$ cat src/rtl/websocket_frame_receiver_defines.svh
// ----------------------------------------------------------------------------
// websocket_frame_receiver_defines.svh
// Assertion macros shared by the frame receiver RTL.
// ----------------------------------------------------------------------------
`ifndef WEBSOCKET_FRAME_RECEIVER_DEFINES_SVH
`define WEBSOCKET_FRAME_RECEIVER_DEFINES_SVH

// condition holds at every clock edge out of reset
`define WSFR_ASSERT(lbl, cond, msg) \
  lbl: assert property (@(posedge clk_i) disable iff (!rst_ni) (cond)) else $error(msg);

// antecedent implies consequent in the same cycle
`define WSFR_ASSERT_IMP(lbl, ante, cons, msg) \
  lbl: assert property (@(posedge clk_i) disable iff (!rst_ni) (ante) |-> (cons)) else $error(msg);

`endif

$ cat src/rtl/wsfr_pkg.sv
`timescale 1ns / 1ps
// ----------------------------------------------------------------------------
// wsfr_pkg
// Types and constants of the frame receiver.
// ----------------------------------------------------------------------------
package wsfr_pkg;

  typedef enum logic [2:0] {
    PH_HDR0  = 3'd0,
    PH_HDR1  = 3'd1,
    PH_EXT16 = 3'd2,
    PH_EXT64 = 3'd3,
    PH_MASK  = 3'd4,
    PH_DATA  = 3'd5
  } phase_e;

  typedef enum logic [1:0] {
    EV_DATA  = 2'd0,
    EV_EMPTY = 2'd1,
    EV_ERROR = 2'd2
  } ev_kind_e;

  typedef enum logic [3:0] {
    ERR_NONE       = 4'd0,
    ERR_RSV        = 4'd1,
    ERR_OPCODE     = 4'd2,
    ERR_CTRL_LEN   = 4'd3,
    ERR_CTRL_FRAG  = 4'd4,
    ERR_FRAME_BIG  = 4'd5,
    ERR_STRAY_CONT = 4'd6,
    ERR_NEW_DATA   = 4'd7,
    ERR_MSG_BIG    = 4'd8
  } err_e;

  localparam logic [3:0] OP_CONT  = 4'h0;
  localparam logic [3:0] OP_CLOSE = 4'h8;

  localparam logic [6:0] LEN7_EXT16   = 7'd126;
  localparam logic [6:0] LEN7_EXT64   = 7'd127;
  localparam logic [6:0] CTRL_MAX_LEN = 7'd125;

  localparam logic [2:0] EXT16_LAST = 3'd1;
  localparam logic [2:0] EXT64_LAST = 3'd7;
  localparam logic [2:0] MASK_LAST  = 3'd3;

  localparam int unsigned LenW = 63;
  localparam int unsigned CfgW = 31;
  localparam int unsigned MsgW = 32;

  localparam logic [CfgW-1:0] CFG_RESET = 31'd2147483646;

  localparam logic REG_MAX_FRAME = 1'b0;
  localparam logic REG_MAX_MSG   = 1'b1;

  typedef struct packed {
    ev_kind_e   kind;
    logic [7:0] raw;
    logic [7:0] key;
    logic [3:0] frame_op;
    logic [3:0] msg_op;
    logic       frame_end;
    logic       msg_end;
    err_e       code;
  } event_t;

  function automatic logic op_reserved(input logic [3:0] op);
    return (op inside {[4'd3:4'd7]}) || (op >= 4'd11);
  endfunction

endpackage

$ cat src/rtl/wsfr_front.sv
`timescale 1ns / 1ps
// ----------------------------------------------------------------------------
// wsfr_front
// Header parser and frame/message checker; turns each byte into at most one
// event.
// ----------------------------------------------------------------------------
module wsfr_front (
  input  logic                  clk_i,
  input  logic                  rst_ni,
  input  logic                  accept_i,
  input  logic [7:0]            byte_i,
  input  logic [30:0]           max_frame_i,
  input  logic [30:0]           max_msg_i,
  output logic                  push_o,
  output wsfr_pkg::event_t      ev_o
);
  import wsfr_pkg::*;

  phase_e          phase_q, phase_d;
  logic [2:0]      cnt_q, cnt_d;
  logic            final_q, final_d;
  logic [3:0]      op_q, op_d;
  logic            mask_q, mask_d;
  logic [31:0]     key_q, key_d;
  logic [LenW-1:0] len_q, len_d;
  logic [LenW-1:0] rem_q, rem_d;
  logic [1:0]      midx_q, midx_d;
  logic            skip_q, skip_d;
  logic            frag_q, frag_d;
  logic [3:0]      mkind_q, mkind_d;
  logic [MsgW-1:0] mlen_q, mlen_d;

  logic            ev_valid;
  event_t          ev;
  logic            fin_go;
  logic [LenW-1:0] fin_len;
  logic [LenW-1:0] ext_len;
  logic [6:0]      len7;
  err_e            code;
  logic            control;
  logic            cont;
  logic            frame_big;
  logic            msg_big;
  logic [MsgW:0]   msg_sum;
  logic            last;
  logic            mend;
  logic [2:0]      ext_last;
  logic [31:0]     key_sh;

  always_comb begin
    phase_d  = phase_q;
    cnt_d    = cnt_q;
    final_d  = final_q;
    op_d     = op_q;
    mask_d   = mask_q;
    key_d    = key_q;
    len_d    = len_q;
    rem_d    = rem_q;
    midx_d   = midx_q;
    skip_d   = skip_q;
    frag_d   = frag_q;
    mkind_d  = mkind_q;
    mlen_d   = mlen_q;

    ev_valid    = 1'b0;
    ev.kind     = EV_DATA;
    ev.raw      = byte_i;
    ev.key      = 8'h00;
    ev.frame_op = op_q;
    ev.msg_op   = mkind_q;
    ev.frame_end = 1'b0;
    ev.msg_end  = 1'b0;
    ev.code     = ERR_NONE;

    fin_go   = 1'b0;
    fin_len  = len_q;
    len7     = byte_i[6:0];
    code     = ERR_NONE;
    control  = op_q[3];
    cont     = (op_q == OP_CONT);
    ext_len  = {len_q[LenW-9:0], byte_i};
    ext_last = (phase_q == PH_EXT16) ? EXT16_LAST : EXT64_LAST;
    last     = (rem_q == LenW'(1));
    mend     = 1'b0;
    key_sh   = key_q << {midx_q, 3'b000};

    case (phase_q)
      PH_HDR1: begin
        mask_d = byte_i[7];
        key_d  = '0;
        skip_d = 1'b0;
        if (cnt_q != 3'd0) begin
          code = ERR_RSV;
        end else if (op_reserved(op_q)) begin
          code = ERR_OPCODE;
        end else if (control) begin
          if (len7 > CTRL_MAX_LEN) begin
            code = ERR_CTRL_LEN;
          end else if (!final_q) begin
            code = ERR_CTRL_FRAG;
          end
        end
        if (code != ERR_NONE) begin
          ev_valid = 1'b1;
          ev.kind  = EV_ERROR;
          ev.code  = code;
          frag_d   = 1'b0;
          mkind_d  = OP_CLOSE;
          mlen_d   = '0;
          skip_d   = 1'b1;
        end
        cnt_d = '0;
        len_d = '0;
        if (len7 == LEN7_EXT16) begin
          phase_d = PH_EXT16;
        end else if (len7 == LEN7_EXT64) begin
          phase_d = PH_EXT64;
        end else begin
          len_d   = LenW'(len7);
          fin_len = LenW'(len7);
          if (byte_i[7]) begin
            phase_d = PH_MASK;
          end else begin
            fin_go = 1'b1;
          end
        end
      end
      PH_EXT16, PH_EXT64: begin
        len_d = ext_len;
        if (cnt_q < ext_last) begin
          cnt_d = cnt_q + 3'd1;
        end else begin
          cnt_d = '0;
          if (mask_q) begin
            phase_d = PH_MASK;
          end else begin
            fin_go  = 1'b1;
            fin_len = ext_len;
          end
        end
      end
      PH_MASK: begin
        key_d = {key_q[23:0], byte_i};
        if (cnt_q < MASK_LAST) begin
          cnt_d = cnt_q + 3'd1;
        end else begin
          cnt_d  = '0;
          fin_go = 1'b1;
        end
      end
      PH_DATA: begin
        if (skip_q) begin
          if (last) begin
            skip_d  = 1'b0;
            phase_d = PH_HDR0;
          end else begin
            rem_d = rem_q - LenW'(1);
          end
        end else begin
          mend         = last && !control && final_q;
          ev_valid     = 1'b1;
          ev.kind      = EV_DATA;
          ev.key       = mask_q ? key_sh[31:24] : 8'h00;
          ev.frame_end = last;
          ev.msg_end   = mend;
          if (mend) begin
            frag_d  = 1'b0;
            mkind_d = OP_CLOSE;
            mlen_d  = '0;
          end
          if (last) begin
            phase_d = PH_HDR0;
          end else begin
            rem_d  = rem_q - LenW'(1);
            midx_d = midx_q + 2'd1;
          end
        end
      end
      default: begin
        final_d = byte_i[7];
        cnt_d   = byte_i[6:4];
        op_d    = byte_i[3:0];
        phase_d = PH_HDR1;
      end
    endcase

    frame_big = (fin_len != '0) &&
                ((|fin_len[LenW-1:CfgW]) || (fin_len[CfgW-1:0] > max_frame_i));
    msg_sum   = {1'b0, mlen_q} + {1'b0, fin_len[MsgW-1:0]};
    msg_big   = (|fin_len[LenW-1:MsgW]) || (msg_sum > {2'b00, max_msg_i});

    if (fin_go) begin
      rem_d  = fin_len;
      midx_d = '0;
      if (skip_d) begin
        if (fin_len == '0) begin
          skip_d  = 1'b0;
          phase_d = PH_HDR0;
        end else begin
          phase_d = PH_DATA;
        end
      end else begin
        if (frame_big) begin
          code = ERR_FRAME_BIG;
        end else if (!control) begin
          if (!frag_q && cont) begin
            code = ERR_STRAY_CONT;
          end else if (frag_q && !cont) begin
            code = ERR_NEW_DATA;
          end else begin
            if (!cont) begin
              mkind_d = op_q;
              frag_d  = !final_q;
            end
            if (msg_big) begin
              code = ERR_MSG_BIG;
            end
          end
        end
        ev.msg_op = mkind_d;
        if (code != ERR_NONE) begin
          ev_valid = 1'b1;
          ev.kind  = EV_ERROR;
          ev.code  = code;
          frag_d   = 1'b0;
          mkind_d  = OP_CLOSE;
          mlen_d   = '0;
          if (fin_len == '0) begin
            phase_d = PH_HDR0;
          end else begin
            skip_d  = 1'b1;
            phase_d = PH_DATA;
          end
        end else begin
          if (!control) begin
            mlen_d = mlen_q + fin_len[MsgW-1:0];
          end
          if (fin_len == '0) begin
            mend         = !control && final_q;
            ev_valid     = 1'b1;
            ev.kind      = EV_EMPTY;
            ev.frame_end = 1'b1;
            ev.msg_end   = mend;
            if (mend) begin
              frag_d  = 1'b0;
              mkind_d = OP_CLOSE;
              mlen_d  = '0;
            end
            phase_d = PH_HDR0;
          end else begin
            phase_d = PH_DATA;
          end
        end
      end
    end
  end

  always_ff @(posedge clk_i or negedge rst_ni) begin
    if (!rst_ni) begin
      phase_q <= PH_HDR0;
      cnt_q   <= '0;
      final_q <= 1'b0;
      op_q    <= '0;
      mask_q  <= 1'b0;
      key_q   <= '0;
      len_q   <= '0;
      rem_q   <= '0;
      midx_q  <= '0;
      skip_q  <= 1'b0;
      frag_q  <= 1'b0;
      mkind_q <= OP_CLOSE;
      mlen_q  <= '0;
    end else if (accept_i) begin
      phase_q <= phase_d;
      cnt_q   <= cnt_d;
      final_q <= final_d;
      op_q    <= op_d;
      mask_q  <= mask_d;
      key_q   <= key_d;
      len_q   <= len_d;
      rem_q   <= rem_d;
      midx_q  <= midx_d;
      skip_q  <= skip_d;
      frag_q  <= frag_d;
      mkind_q <= mkind_d;
      mlen_q  <= mlen_d;
    end
  end

  assign push_o = accept_i && ev_valid;
  assign ev_o   = ev;

endmodule

$ cat src/rtl/wsfr_queue.sv
`timescale 1ns / 1ps
// ----------------------------------------------------------------------------
// wsfr_queue
// Short event queue between the parser and the output stage.
// ----------------------------------------------------------------------------
module wsfr_queue #(
  parameter int unsigned Depth = 2
) (
  input  logic             clk_i,
  input  logic             rst_ni,
  input  logic             push_i,
  input  wsfr_pkg::event_t push_data_i,
  output logic             full_o,
  input  logic             pop_i,
  output logic             valid_o,
  output wsfr_pkg::event_t head_o
);
  import wsfr_pkg::*;

  localparam int unsigned AW = (Depth > 1) ? $clog2(Depth) : 1;
  localparam int unsigned CW = $clog2(Depth + 1);

  event_t          mem_q [Depth];
  logic [AW-1:0]   wr_q, wr_d;
  logic [AW-1:0]   rd_q, rd_d;
  logic [CW-1:0]   cnt_q, cnt_d;
  logic            do_push;
  logic            do_pop;

  assign full_o  = (cnt_q == CW'(Depth));
  assign valid_o = (cnt_q != '0);
  assign head_o  = mem_q[rd_q];
  assign do_push = push_i && !full_o;
  assign do_pop  = pop_i && valid_o;

  always_comb begin
    wr_d  = wr_q;
    rd_d  = rd_q;
    cnt_d = cnt_q;
    if (do_push) begin
      wr_d = (wr_q == AW'(Depth - 1)) ? '0 : wr_q + AW'(1);
    end
    if (do_pop) begin
      rd_d = (rd_q == AW'(Depth - 1)) ? '0 : rd_q + AW'(1);
    end
    if (do_push && !do_pop) begin
      cnt_d = cnt_q + CW'(1);
    end else if (do_pop && !do_push) begin
      cnt_d = cnt_q - CW'(1);
    end
  end

  always_ff @(posedge clk_i or negedge rst_ni) begin
    if (!rst_ni) begin
      wr_q  <= '0;
      rd_q  <= '0;
      cnt_q <= '0;
    end else begin
      wr_q  <= wr_d;
      rd_q  <= rd_d;
      cnt_q <= cnt_d;
    end
  end

  always_ff @(posedge clk_i) begin
    if (do_push) begin
      mem_q[wr_q] <= push_data_i;
    end
  end

endmodule

$ cat src/rtl/wsfr_back.sv
`timescale 1ns / 1ps
// ----------------------------------------------------------------------------
// wsfr_back
// Output stage: takes events off the queue, unmasks payload and presents
// the result item.
// ----------------------------------------------------------------------------
module wsfr_back (
  input  logic             clk_i,
  input  logic             rst_ni,
  input  logic             head_valid_i,
  input  wsfr_pkg::event_t head_i,
  output logic             pop_o,
  output logic             out_valid_o,
  input  logic             out_stall_i,
  output logic [1:0]       event_kind_o,
  output logic [7:0]       data_out_o,
  output logic [3:0]       frame_opcode_o,
  output logic [3:0]       message_opcode_o,
  output logic             is_control_o,
  output logic             frame_end_o,
  output logic             message_end_o,
  output logic [3:0]       error_code_o
);
  import wsfr_pkg::*;

  logic   valid_q;
  event_t ev_q;

  assign pop_o = head_valid_i && (!valid_q || !out_stall_i);

  always_ff @(posedge clk_i or negedge rst_ni) begin
    if (!rst_ni) begin
      valid_q <= 1'b0;
    end else if (!valid_q || !out_stall_i) begin
      valid_q <= head_valid_i;
    end
  end

  always_ff @(posedge clk_i) begin
    if (pop_o) begin
      ev_q <= head_i;
    end
  end

  assign out_valid_o      = valid_q;
  assign event_kind_o     = ev_q.kind;
  assign data_out_o       = (ev_q.kind == EV_DATA) ? (ev_q.raw ^ ev_q.key) : 8'h00;
  assign frame_opcode_o   = ev_q.frame_op;
  assign message_opcode_o = ev_q.msg_op;
  assign is_control_o     = ev_q.frame_op[3];
  assign frame_end_o      = ev_q.frame_end;
  assign message_end_o    = ev_q.msg_end;
  assign error_code_o     = ev_q.code;

endmodule

$ cat src/rtl/websocket_frame_receiver.sv
`timescale 1ns / 1ps
// ----------------------------------------------------------------------------
// websocket_frame_receiver
// WebSocket frame receiver: parses headers, unmasks payload, flags errors.
// ----------------------------------------------------------------------------
// Takes one stream byte per cycle while in_stall_o is low and returns at
// most one event per byte: an unmasked payload byte, an empty-frame
// completion or an error. The parser decides each byte in the cycle it is
// taken, so a byte may be accepted on every clock while the queue is not
// full. Its event enters a queue of QueueDepth events at that edge and
// moves to the output register once the output register is empty or not
// stalled. in_stall_o is the queue's full flag: with an event on every
// byte and QueueDepth of at least two, the queue holds one event in steady
// flow and fills while out_stall_i is held, and input then stalls until
// the queue is no longer full. Limits are written through the APB port at
// byte address 0 (largest frame payload) and 4 (largest data message
// payload).
// ----------------------------------------------------------------------------
`include "websocket_frame_receiver_defines.svh"

module websocket_frame_receiver #(
  parameter int unsigned QueueDepth = 2
) (
  input  logic        clk_i,
  input  logic        rst_ni,
  input  logic        psel,
  input  logic        penable,
  input  logic        pwrite,
  input  logic [2:0]  paddr,
  input  logic [31:0] pwdata,
  output logic [31:0] prdata,
  output logic        pready,
  input  logic        in_valid_i,
  output logic        in_stall_o,
  input  logic [7:0]  byte_in_i,
  output logic        out_valid_o,
  input  logic        out_stall_i,
  output logic [1:0]  event_kind_o,
  output logic [7:0]  data_out_o,
  output logic [3:0]  frame_opcode_o,
  output logic [3:0]  message_opcode_o,
  output logic        is_control_o,
  output logic        frame_end_o,
  output logic        message_end_o,
  output logic [3:0]  error_code_o
);
  import wsfr_pkg::*;

  logic [CfgW-1:0] max_frame_q;
  logic [CfgW-1:0] max_msg_q;
  logic            cfg_wr;
  logic            accept;
  logic            q_push;
  logic            q_full;
  logic            q_pop;
  logic            q_valid;
  event_t          front_ev;
  event_t          q_head;
  logic            out_error;
  logic            error_clean;
  logic            msg_end_clean;

  assign pready = 1'b1;
  assign cfg_wr = psel && penable && pwrite && pready;

  always_ff @(posedge clk_i or negedge rst_ni) begin
    if (!rst_ni) begin
      max_frame_q <= CFG_RESET;
      max_msg_q   <= CFG_RESET;
    end else if (cfg_wr) begin
      if (paddr[2] == REG_MAX_FRAME) begin
        max_frame_q <= pwdata[CfgW-1:0];
      end else begin
        max_msg_q <= pwdata[CfgW-1:0];
      end
    end
  end

  assign prdata = (paddr[2] == REG_MAX_MSG) ? {1'b0, max_msg_q} : {1'b0, max_frame_q};

  assign in_stall_o = q_full;
  assign accept     = in_valid_i && !q_full;

  wsfr_front u_front (
    .clk_i       (clk_i),
    .rst_ni      (rst_ni),
    .accept_i    (accept),
    .byte_i      (byte_in_i),
    .max_frame_i (max_frame_q),
    .max_msg_i   (max_msg_q),
    .push_o      (q_push),
    .ev_o        (front_ev)
  );

  wsfr_queue #(
    .Depth (QueueDepth)
  ) u_queue (
    .clk_i       (clk_i),
    .rst_ni      (rst_ni),
    .push_i      (q_push),
    .push_data_i (front_ev),
    .full_o      (q_full),
    .pop_i       (q_pop),
    .valid_o     (q_valid),
    .head_o      (q_head)
  );

  wsfr_back u_back (
    .clk_i            (clk_i),
    .rst_ni           (rst_ni),
    .head_valid_i     (q_valid),
    .head_i           (q_head),
    .pop_o            (q_pop),
    .out_valid_o      (out_valid_o),
    .out_stall_i      (out_stall_i),
    .event_kind_o     (event_kind_o),
    .data_out_o       (data_out_o),
    .frame_opcode_o   (frame_opcode_o),
    .message_opcode_o (message_opcode_o),
    .is_control_o     (is_control_o),
    .frame_end_o      (frame_end_o),
    .message_end_o    (message_end_o),
    .error_code_o     (error_code_o)
  );

  assign out_error     = out_valid_o && (event_kind_o == EV_ERROR);
  assign error_clean   = !frame_end_o && !message_end_o && (error_code_o != ERR_NONE) &&
                         (data_out_o == 8'h00);
  assign msg_end_clean = frame_end_o && !is_control_o && (error_code_o == ERR_NONE);

  `WSFR_ASSERT(a_full_implies_out_busy, !q_full || out_valid_o, "queue full with output idle")
  `WSFR_ASSERT_IMP(a_error_fields, out_error, error_clean, "bad error item")
  `WSFR_ASSERT_IMP(a_msg_end_data, out_valid_o && message_end_o, msg_end_clean, "bad message end")

endmodule
$ cat config.mk
export PLATFORM = sky130hd
export DESIGN_NAME = websocket_frame_receiver
export DESIGN_NICKNAME = d
export VERILOG_FILES = /design/src/rtl/wsfr_pkg.sv /design/src/rtl/wsfr_front.sv /design/src/rtl/wsfr_queue.sv /design/src/rtl/wsfr_back.sv /design/src/rtl/websocket_frame_receiver.sv
export VERILOG_INCLUDE_DIRS = /design/src /design/src/rtl
export SDC_FILE = /design/constraint.sdc
export NUM_CORES = 1
export LEC_CHECK = 0
export BUFFER_PORTS_ARGS = -buffer_cell sky130_fd_sc_hd__clkbuf_2
export CAP_MARGIN = 30
export CORE_MARGIN = 2
export CORE_UTILIZATION = 40
export DETAILED_ROUTE_END_ITERATION = 8
export GPL_TIMING_DRIVEN = 0
export PLACE_DENSITY_LB_ADDON = 0.25
export SYNTH_ARGS = -nofsm -noshare
export SYNTH_HDL_FRONTEND = slang
export SYNTH_HIERARCHICAL = 1
export SYNTH_SLANG_ARGS = --single-unit
$ cat constraint.sdc
create_clock -name clk_i -period 9.3 [get_ports clk_i]
set_input_delay 1.86 -clock clk_i [delete_from_list [all_inputs] [get_ports clk_i]]
set_output_delay 1.86 -clock clk_i [all_outputs]
set_load 0.02 [all_outputs]
==> results of run 1 <==
[worst max-delay path by stage]
| stage | slack [ns] | endpoint |
|---|---|---|
| 3_3_place_gp | -2.95 | u_queue/mem_q[0][27] |
| 4_1_cts | 0.006 | u_queue/cnt_q[1] |
| 6_report | 0.44 | u_queue/mem_q[0][27] |
| 2_1_floorplan | 0.57 | u_queue/mem_q[0][0] |
| 5_1_grt | -0.01 | u_queue/mem_q[0][2] |
| 3_5_place_dp | -1.93 | u_queue/cnt_q[1] |
[metrics by stage]
| step | power [uW] | std cells | worst slack, ns |
|---|---|---|---|
| after global placement | 5190 | 2740 | -2.95 |
| final | 7030 | 2821 | 0.437 |
| after CTS | 7010 | 2819 | 0.00607 |
| after floorplan | 4370 | 1950 | 0.574 |
| after global routing | 7440 | 2821 | -0.0102 |
| after detailed placement | 5280 | 2744 | -1.93 |
[state kept, by name (all words and copies together) (netlist names), 2 cells and up]
name and cells:
u_queue/mem_q 64, u_front/len_q 63, u_front/rem_q 63, u_front/key_q 32, u_front/mlen_q 32, max_frame_q 31
max_msg_q 31, u_back/ev_q 16, u_back/error_code_o 4, u_back/frame_opcode_o 4, u_back/message_opcode_o 4, u_front/mkind_q 4
u_front/op_q 4, u_front/cnt_q 3, u_front/phase_q 3, u_back/event_kind_o 2, u_front/midx_q 2, u_queue/cnt_q 2
[placed cells by master, fill, tap and decap left out, types with 31 or more instances in the layout]
cell / Yosys / routed
nand2_1: 101 / 100
a21oi_1: 137 / 136
xnor2_1: 31 / 31
dfstp_2: 61 / 61
o21ai_0: 109 / 106
clkbuf_1: 71 / 76
nor3_1: 39 / 36
inv_1: 97 / 97
clkbuf_2: 0 / 105
dfrtp_1: 216 / 216
nor2_1: 114 / 113
edfxtp_1: 96 / 96
ha_1: 100 / 100
mux2_2: 70 / 70
a22o_1: 162 / 162
mux2_4: 59 / 59
clkbuf_16: 0 / 43
[where the power goes]
part | total [uW] | switching [uW] | internal (uW)
registers | 2520 | 352 | 2170
logic | 2810 | 1730 | 1080
clock network | 1700 | 713 | 985
total | 7030 | 2790 | 4240
[area by class of cell]
type / instances / area share (%)
multi-input combinational: 1349 / 42.5
sequential: 373 / 40.9
clock buffer: 59 / 4.90
tap: 688 / 3.56
buffer: 129 / 3.11
timing repair buffer: 109 / 2.65
inverter: 98 / 1.52
clock inverter: 16 / 0.905
[critical path, delay by kind of cell]
family	cells	cell delay (ns)
and+or+nand+nor	10	2.85
AOI/OAI and AO/OA	13	2.75
buffers and inverters	3	0.64
xor gates and xnor gates	1	0.12
adders and majority gates	2	0.79
[cells by family after synthesis]
family / share of synthesized area [%]
AOI/OAI and AO/OA: 20.6
xor gates and xnor gates: 1.86
and+or+nand+nor: 10.6
adders and majority gates: 6.00
DFF: 46.7
muxes: 8.95
other: 0.0354
buffers and inverters: 5.27
[repair_timing]
action                                  in CTS  in global routing
pin swaps                                    0                  2
hold endpoints to repair                     0                  0
resized for setup                           12                 17
hold buffers                                 0                  0
setup buffers                                0                  2
endpoints found under the setup margin     112                 68
[layer usage]
metal  track usage, %  part of all wire, %  routed length, um  up-vias
met2             34.8                   44              27400      752
met1             32.2                   44              27600     8266
li1                 -                    -                  -     7667
met3             4.84                  8.7               5450      135
met4             8.19                  3.3               2040        0
met5                0                    0                  0        -
==> flow_metrics.tcl, run 1 <==
set metrics [dict create \
    cts.sinks 373 \
    cts-root-buf "clkbuf_16" \
    nets 2253 \
    crit_type "input pin to register" \
    critPathLaunchType "input pin" \
    worstSetupEndpointType "register" \
    min_delay_path_depth 2 \
    grt_max_degree 110 \
    synth_edf_count 96 \
    fill_cells 4790 \
    slew_violations 0 \
    ys.flop_type "dfrtp_1" \
    synthTopCellsByArea "dfrtp_1, edfxtp_1, dfstp_2" \
    r2r_start "u_front/phase_q[1]" \
    routed_wl_um 62500 \
    dp.final_hpwl_um 44900 \
    setup_violations 0 \
    cts_tree "done" \
    synth_area_leader_cell "dfrtp_1" \
    path_clk_slew_ns 0.06 \
    vias 16800 \
    ir_worst_vdd_v 0.000133 \
    rr_endpoint "u_queue/mem_q[0][27]" \
    drc 0 \
    cpMaxStageDelayCell "nor2_4" \
    grt_pass1_wl_um 97100 \
    die_h_um 234 \
    n_antenna_cell 0 \
    seq_area_um2 9890 \
    drive_above_1_share_pct 22.0 \
    min-delay-start "u_front/mkind_q[3]" \
    synthTopCellsByCount "dfrtp_1, a22o_1, a21oi_1" \
    worst_ep_required_time_ns 9.52 \
    period_needed_ns 8.86 \
    p_per_area_nw_per_um2 290 \
    grt.overflow.total 0 \
    cts_made_buffers 42 \
    cpPeakStageDelay_ns 0.72 \
    synth.cell_area_um2 21200 \
    seq_area_frac_synth_pct 46.7 \
    insertion_delay_ns 0.60 \
    relSlewSlack_pct 24.3 \
    setup_tns_ns 0 \
    synth_nets 2101 \
    hold_end "u_front/mkind_q[3]" \
    htreeDepth 2 \
    async_reset_ff_share_pct 74.3 \
    start_util_pct 40.4 \
    ant_nets 0 \
    design.core.area_um2 52400 \
    leakage_uw 0.0107 \
    avgSynthCellArea_um2 10.9 \
    finalHoldViolations 0 \
    yosysMostFrequentCell "dfrtp_1" \
    grt_usage_pct 22.9 \
    place_area_um2 22700 \
    first_pass_iters 6 \
    startpoint "byte_in_i[4]" \
    maxCapViolCount 0 \
    netlist_instances 1950 \
    ys_ff_latch 373 \
    status "completed" \
    ff2ff_setup_slack_ns 0.75 \
    multi_input_area_um2 10300 \
    synth_top_area_share_pct 25.5 \
    arrival_ns 9.08 \
    io_pins 110 \
    crit_fanout 32 \
    drt_iter0_markers 1658 \
    io_buffers 102 \
    tightest_slew_ns 1.12 \
    antenna_found_initial 0 \
    finalCritPeriodShare_pct 95.3 \
    postLayoutCellArea_um2 24200 \
    die_w_um 234 \
    fin_util_pct 46.2 \
    reg2regPathDepth 29 \
    cts.path.max_buffers 3 \
    yosysWarnings 6 \
    rows 84 \
    wl_per_cell_um 22.1 \
    hold_slack_ns 0.475 \
    gp_congestion 0.916 \
    viasPerCell 5.96 \
    area_growth_pct 14.2 \
    hp-class "register to register" \
    synth.distinct_cells 87 \
    grt_pass1_vias 16600 \
    max_freq_mhz 113 \
    finalClockSkew_ns 0.0506 \
    dieArea_um2 54800 \
]
(Power assumes the default switching activity.)
==> run 2, diff against run 1 <==
Settings changed: CORE_MARGIN 2 to 4.
==> run 2 against run 1 <==
Net effect:
- maximum frequency fell by 0.75%
- wire length decreased by 0.49%
- critical endpoint is now u_queue/cnt_q[1]
- worst hold slack improved by 0.0030 ns
- power up 1.2%
- register-to-register slack got worse by 0.16 ns
- cell count grew 0.18%
- sequential power hardly changed
==> flow_metrics.tcl, run 2 (synthesis gave the netlist of run 1 again) <==
set metrics [dict create \
    ir_worst_vdd_v 0.000164 \
    cts_made_buffers 44 \
    cts.sinks 373 \
    insertion_delay_ns 0.59 \
    die_w_um 238 \
    start_util_pct 40.3 \
    grt_pass1_vias 16700 \
    worstSetupEndpointType "register" \
    mostFrequentLayoutCell "dfrtp_1" \
    arrival_ns 9.43 \
    cts-root-buf "clkbuf_16" \
    nets 2253 \
    slew_violations 0 \
    grt_max_degree 98 \
    setup_violations 0 \
    cpMaxStageDelayCell "o21ai_1" \
    io_buffers 102 \
    finalClockSkew_ns 0.0306 \
    maxCapViolCount 0 \
    drive_above_1_share_pct 22.1 \
    grt_pass1_wl_um 97300 \
    antenna_found_initial 0 \
    leakage_uw 0.0107 \
    status "completed" \
    tightest_slew_ns 1.10 \
    vias 17000 \
    worst_slack_ns 0.370 \
    met3_usage_pct 5.22 \
    finalPower_uw 7110 \
    grt_usage_pct 21.4 \
    design.core.area_um2 52600 \
    viasPerCell 6.00 \
    grt.overflow.total 0 \
    cpMostUsedCell "ha_1" \
    path_clk_slew_ns 0.06 \
    die_h_um 238 \
    routed_wl_um 62100 \
    cts_tree "done" \
    drc 0 \
    wl_per_cell_um 22.0 \
    drt_iter0_markers 1725 \
    largest_reg_flops 64 \
    dp.final_hpwl_um 45100 \
    ant_nets 0 \
    grt_use_met2_pct 32.6 \
    finalHoldViolations 0 \
    crit_fanout 10 \
    top_register "u_queue/mem_q" \
    cts.path.max_buffers 3 \
    hold_slack_ns 0.478 \
    hp-class "register to register" \
    io_pins 110 \
    gp_congestion 0.946 \
    seq_area_um2 9890 \
    n_antenna_cell 0 \
    final_cell_mix "dfrtp_1, a22o_1, a21oi_1, nor2_1, o21ai_0" \
    rows 84 \
    worst_ep_required_time_ns 9.80 \
    fill_cells 4879 \
    relSlewSlack_pct 26.0 \
    crit_type "input pin to register" \
    cpPeakStageDelay_ns 0.62 \
    met1_usage_pct 30.3 \
    dp_slack_ns -1.79 \
    max_freq_mhz 112 \
    area_growth_pct 14.6 \
    rsz0062_at_grt "false" \
    critPathLaunchType "input pin" \
    largestRegisters "u_queue/mem_q: 64 flops, u_front/len_q: 63 flops, u_front/rem_q: 63 flops" \
    multi_input_area_um2 10300 \
    first_pass_iters 8 \
    finalCritPeriodShare_pct 96.0 \
    busiest_layer "met2" \
    period_needed_ns 8.93 \
    dieArea_um2 56700 \
    htreeDepth 2 \
    p_per_area_nw_per_um2 293 \
]
-- run 2: changes by cell type in the layout (fill, tap and decap cells not counted), sizes merged --
cell / delta
clkbuf: +8
clkinv: -2
bufinv: +1
buf: -2
-- run 2: final cells by class --
class                           count  share of cell area [%]
Clock buffer                       67                    5.30
Buffer                            129                    3.10
Sequential cell                   373                    40.7
Multi-Input combinational cell   1349                    42.3
Clock inverter                     15                   0.969
Timing Repair Buffer              107                    2.51
Inverter                           98                    1.52
Tap cell                          688                    3.55
-- run 2: timing repair --
action / CTS / global route
setup endpoints to repair: 112 / 99
hold buffers: 0 / 0
pin swaps: 0 / 2
buffers inserted: 0 / 2
gates resized for setup: 12 / 16
-- run 2: worst paths after layout --
path | start | slack (ns) | endpoint | cells after the start
min in group asynchronous | rst_ni | 1.35 | u_front/mlen_q[16] | 1
min | u_front/mkind_q[3] | 0.48 | u_front/mkind_q[3] | 2
max in group asynchronous | rst_ni | 6.98 | u_front/rem_q[50] | 2
min reg2reg | u_front/mkind_q[3] | 0.48 | u_front/mkind_q[3] | 2
max | byte_in_i[5] | 0.37 | u_queue/cnt_q[1] | 30
max reg2reg | u_front/phase_q[1] | 0.59 | u_queue/cnt_q[1] | 32
-- run 2: report_power, final --
group          total [uW]  internal, uW  switching, uW
clock                1800          1080            723
sequential           2530          2170            355
combinational        2790          1080           1710
total                7110          4330           2780
-- run 2: through the flow --
step / instance area, um^2 / instances / setup TNS [ns] / util, %
finish: 24300 / 2826 / 0 / 46.2
global route: 24300 / 2826 / 0 / 46.2
CTS: 24200 / 2825 / 0 / 46.1
detailed placement: 22700 / 2743 / -158.38 / 43.1
global placement: 22600 / 2740 / -213.79 / 42.9
floorplan: 21200 / 1950 / 0 / -
-- run 2: metal layers --
metal,up-vias,wire length [um]
li1,7684,-
met3,132,5470
met4,0,1730
met2,775,27300
met5,-,0
met1,8365,27600
-- run 2: worst max-delay path, delay by kind of cell --
family | cells | cell delay (ns)
fa+ha+maj | 3 | 1.07
compound gates | 14 | 3.79
xor+xnor | 2 | 0.35
simple gates | 8 | 1.80
buf+inv | 3 | 0.54
